$ cat config.mk
export PLATFORM = sky130hd
export DESIGN_NAME = w16pc_div
export DESIGN_NICKNAME = d
export VERILOG_FILES = /design/src/sv/w16pc_pkg.sv /design/src/sv/w16pc_div.sv
export SDC_FILE = /design/constraint.sdc
export NUM_CORES = 1
export LEC_CHECK = 0
export BUFFER_PORTS_ARGS = -buffer_cell sky130_fd_sc_hd__buf_2
export CAP_MARGIN = 5
export CORE_ASPECT_RATIO = 1.2
export CORE_MARGIN = 2
export CORE_UTILIZATION = 30
export DETAILED_ROUTE_END_ITERATION = 10
export GPL_ROUTABILITY_DRIVEN = 0
export SKIP_LAST_GASP = 1
export SYNTH_ARGS = -nofsm -noshare
export SYNTH_HDL_FRONTEND = slang
export SYNTH_SLANG_ARGS = --single-unit
$ cat constraint.sdc
create_clock -name i_clk -period 2.9 [get_ports i_clk]
set_input_delay 0.435 -clock i_clk [delete_from_list [all_inputs] [get_ports i_clk]]
set_output_delay 0.435 -clock i_clk [all_outputs]
set_load 0.05 [all_outputs]
$ cat src/sv/w16pc_pkg.sv
// shared types, constants and opcode/operand codes for the word16 processor core
// no dependencies
`default_nettype none
package w16pc_pkg;
    localparam int MEM_WORDS = 65536;
    localparam int ADDR_W    = $clog2(MEM_WORDS);
    localparam int DIV_STEPS = 32;

    typedef logic [15:0] t_word;
    typedef logic [ADDR_W-1:0] t_addr;

    typedef enum logic [1:0] {
        CMD_WRITE = 2'd0,
        CMD_EXEC  = 2'd1,
        CMD_READ  = 2'd2,
        CMD_REG   = 2'd3
    } t_cmd;

    typedef enum logic [3:0] {
        S_CLR, S_IDLE, S_MRD, S_FETCH, S_OPER, S_OPLIT, S_OPMEM,
        S_EXEC, S_DIV, S_POPW, S_RETW, S_WB
    } t_state;

    localparam logic [4:0] OP_SET = 5'h01;
    localparam logic [4:0] OP_ADD = 5'h02;
    localparam logic [4:0] OP_SUB = 5'h03;
    localparam logic [4:0] OP_MUL = 5'h04;
    localparam logic [4:0] OP_DIV = 5'h05;
    localparam logic [4:0] OP_SHL = 5'h07;
    localparam logic [4:0] OP_SHR = 5'h08;
    localparam logic [4:0] OP_AND = 5'h09;
    localparam logic [4:0] OP_BOR = 5'h0A;
    localparam logic [4:0] OP_XOR = 5'h0B;
    localparam logic [4:0] OP_IFE = 5'h0C;
    localparam logic [4:0] OP_IFN = 5'h0D;
    localparam logic [4:0] OP_IFG = 5'h0E;
    localparam logic [4:0] OP_IFB = 5'h0F;
    localparam logic [4:0] OP_JSR = 5'h10;
    localparam logic [4:0] OP_JMP = 5'h11;
    localparam logic [4:0] OP_PSH = 5'h12;
    localparam logic [4:0] OP_POP = 5'h13;
    localparam logic [4:0] OP_RET = 5'h14;
    localparam logic [4:0] OP_HLT = 5'h15;

    localparam logic [4:0] OPD_POP  = 5'd24;
    localparam logic [4:0] OPD_PEEK = 5'd25;
    localparam logic [4:0] OPD_PUSH = 5'd26;
    localparam logic [4:0] OPD_SP   = 5'd27;
    localparam logic [4:0] OPD_PC   = 5'd28;
    localparam logic [4:0] OPD_OV   = 5'd29;
    localparam logic [4:0] OPD_IND  = 5'd30;
    localparam logic [4:0] OPD_LIT  = 5'd31;

    localparam logic [3:0] RIDX_PC = 4'd8;
    localparam logic [3:0] RIDX_SP = 4'd9;
    localparam logic [3:0] RIDX_OV = 4'd10;
endpackage
`default_nettype wire

$ cat src/sv/w16pc_div.sv
// iterative restoring divider, {a,16'h0} / b, one quotient bit per cycle
// depends on w16pc_pkg
`default_nettype none
module w16pc_div (
    input  wire logic             i_clk,
    input  wire logic             i_rst_n,
    input  wire logic             i_start,
    input  wire w16pc_pkg::t_word i_dividend,
    input  wire w16pc_pkg::t_word i_divisor,
    output logic                  o_done,
    output logic [31:0]           o_quot
);
    import w16pc_pkg::*;
    localparam int CNT_W = $clog2(DIV_STEPS);

    logic             r_run, n_run;
    logic             r_done, n_done;
    logic [CNT_W-1:0] r_cnt, n_cnt;
    logic [15:0]      r_rem, n_rem;
    logic [31:0]      r_q, n_q;
    logic [15:0]      r_dv, n_dv;
    logic [16:0]      w_t;
    logic [16:0]      w_diff;

    assign w_t    = {r_rem, r_q[31]};
    assign w_diff = w_t - {1'b0, r_dv};

    always_comb begin
        n_run  = r_run;
        n_done = 1'b0;
        n_cnt  = r_cnt;
        n_rem  = r_rem;
        n_q    = r_q;
        n_dv   = r_dv;
        if (i_start) begin
            n_run = 1'b1;
            n_cnt = '0;
            n_rem = '0;
            n_q   = {i_dividend, 16'h0000};
            n_dv  = i_divisor;
        end else if (r_run) begin
            // shift in next dividend bit, subtract when it fits
            if (!w_diff[16]) begin
                n_rem = w_diff[15:0];
                n_q   = {r_q[30:0], 1'b1};
            end else begin
                n_rem = w_t[15:0];
                n_q   = {r_q[30:0], 1'b0};
            end
            n_cnt = r_cnt + 1'b1;
            if (r_cnt == CNT_W'(DIV_STEPS - 1)) begin
                n_run  = 1'b0;
                n_done = 1'b1;
            end
        end
    end

    always_ff @(posedge i_clk) begin
        if (!i_rst_n) begin
            r_run  <= 1'b0;
            r_done <= 1'b0;
            r_cnt  <= '0;
        end else begin
            r_run  <= n_run;
            r_done <= n_done;
            r_cnt  <= n_cnt;
        end
        r_rem <= n_rem;
        r_q   <= n_q;
        r_dv  <= n_dv;
    end

    assign o_done = r_done;
    assign o_quot = r_q;
endmodule
`default_nettype wire

==> qor.csv <==
metric,value,unit
vias in the first global route,2668,
Net Sw Power,0.761,mW
CTS sink cnt,71,
nets,465,
Max Clk Rate,387,MHz
Yosys cell types,47,
"Cell Area, Synth",0.00359,sq mm
Sw Share,0.272,
Vias/cell,4.77,
Pwr Density,640,mW/mm^2
Die Width,104,um
outcome,finished clean,
hold crit path type,input pin to register,
Die Height,124,um
Post-synth EDFFs,32,
WP data required,3140,ps
Vias,2735,
initial antenna violation count,0,
largest family of logic cells by synthesized area,compound AO/OA/AOI/OAI gates,
"Remaining Overflow, GRT",0,
largest net degree at the start of global routing,31,
sequential share of the synthesized area,0.485,
most frequent cells in the layout,"buf_2, nand2_1, nor2_1",
DP HPWL,5470,um
Final Cell Area,0.00437,sq mm
Cell Int Power,2.04,mW
met1 GRT Util,0.149,
mux cell area share after synthesis,0.0529,
full die area,0.0129,sq mm
final setup fails,0,
Reg2Reg Depth,10,
CTS tree,built,
core box area,0.0116,sq mm
Syn Nets,399,
iteration count of the initial detailed-routing pass,4,
Syn Inst Count,345,
CP Class,register to register,
global route hottest layer,met2,
final hold vios,0,
setup TNS,0,ps
clock network power share,0.429,
Leak,1.85,nW
first-pass GRT wire length,12600,um
Final Max Slew Viols,0,
CTS Root Cell,clkbuf_16,
"most common cell after layout, fill and taps aside",buf_2,
met3 Resource Use GR,0.0319,
Yosys warnings,0,
Residual DRC,0,
final antenna-violating net count,0,
Worst-Skew Late Latency,340,ps
"Arr. time, crit path",2820,ps
post-route minimum period,2580,ps
syn avg cell area,10.4,sq um
floorplan row count,43,
CP Capture Type,register,
Post-Synth XOR/XNOR Area,0.0568,
maxcap violations,0,
worst relative slew slack,0.527,
clock transition at the registers of the reported paths,60,ps
worst hold stages,1,
CP Launch Type,register,
Yosys reg bits,71,
post-synthesis compound-gate area fraction,0.153,
final worst-path cycle share,0.890,
post_cts resized,0,
IO Port Bufs,67,
DRT iter0 DRCs,104,
GRT met2 Usage,0.203,
simple-gate area share of the yosys netlist,0.132,
postcts setup bufs,0,
# diodes,0,
post-synthesis adder-cell area fraction,0.0683,
combinational cell fraction of total power,0.159,
Area Growth Syn to Fin,21.6,%
worst-margin pin slew,709,ps
final wirelength,7630,um
Flop pwr share,0.411,
Top-Level Pins,68,
cts bufs inserted,9,
Setup Skew,7.07,ps
Initial Util,0.309,
share of layout cells above drive strength 1,0.233,
hold buffer count at CTS,0,
htree depth,3,
Async SR Flop Fraction,0,
Clock Tree Buf Depth,2,
"Cell Area, Placed",0.00405,sq mm
Tot GR Track Use,0.123,
RSZ-0062 raised after global routing,false,
crit-path max FO,15,
top_reg_cell synth,dfxtp_1,
worst vdd ir,0.000324,V
Routed WL per cell,13.3,um
synthesized netlist by cell type, drive strengths merged (3+ instances only):
cell    number  share of area
nand2       43          0.045
dfxtp       39           0.22
nor2        39          0.041
edfxtp      32           0.27
inv         21          0.022
mux2i       19          0.053
ha          18          0.063
o21ai       16          0.022
a21oi       14          0.022
a22o        14          0.034
xnor2       11          0.037
a311oi      10          0.026
clkbuf       8         0.0084
xor2         8          0.020
buf          7          0.019
nand2b       6          0.010
a32oi        5          0.014
nor2b        5          0.011
nor3         4         0.0056
nand4        3         0.0052
power by group through the flow:
stage / Sequential (mW) / Combinational [mW] / Clock (mW)
after detailed placement: 1.17 / 0.448 / 0
after global routing: 1.16 / 0.492 / 1.27
after global placement: 1.17 / 0.444 / 0
after floorplan: 1.23 / 0.281 / 0
final: 1.15 / 0.446 / 1.20
after CTS: 1.15 / 0.449 / 1.23
worst paths after layout:
check	start	endpoint	slack [ps]
setup / recovery	o_quot[31]	r_rem[5]	320
hold / removal	i_divisor[12]	r_dv[12]	270
hold reg to reg	r_cnt[4]	r_cnt[4]	510
setup reg to reg	o_quot[31]	r_rem[5]	320
worst max-delay path, stage by stage, from the launching register on:
cell,delay [ps]
edfxtp_1,420
inv_1,80
ha_1,170
fa_1,250
nor2b_4,60
o31ai_2,230
a32oi_2,180
a21o_4,280
xnor2_4,410
nand2_1,120
a311oi_2,290
logic make-up after synthesis:
family | after synthesis
AO/OA/AOI/OAI | 73
XOR/XNOR | 19
adder cells (fa/ha/maj) | 19
buffers and inverters | 37
flip-flops | 71
multiplexers | 19
AND/OR/NAND/NOR | 107
state kept, by name, summed over array words and instances, names as in the netlist:
name and cells:
r_run 1, r_dv 16, r_rem 16, o_quot 32
o_done 1, r_cnt 5
per-layer routing:
layer  up-vias  wire [um]
met5         -          0
met3        11        274
met2        50       3590
met4         0        189
met1      1303       3580
li1       1371          -
through the flow:
stage	cells	hold WS, ps	power (mW)	util	setup WS (ps)
after CTS	573	258	2.83	0.376	293
final	573	268	2.80	0.376	319
after global routing	573	260	2.92	0.376	48.3
after floorplan	345	462	1.51	-	226
after detailed placement	557	495	1.62	0.348	317
after global placement	557	483	1.61	0.348	433
final cells by class:
cell class / instances / area, sq um
Fill cell: 1191 / 7250
Tap cell: 157 / 196
Inverter: 21 / 78.8
Timing Repair Buffer: 71 / 365
Clock buffer: 10 / 229
Multi-Input combinational cell: 237 / 1660
Clock inverter: 6 / 92.6
Sequential cell: 71 / 1740
Power figures use the tool's default switching activity.
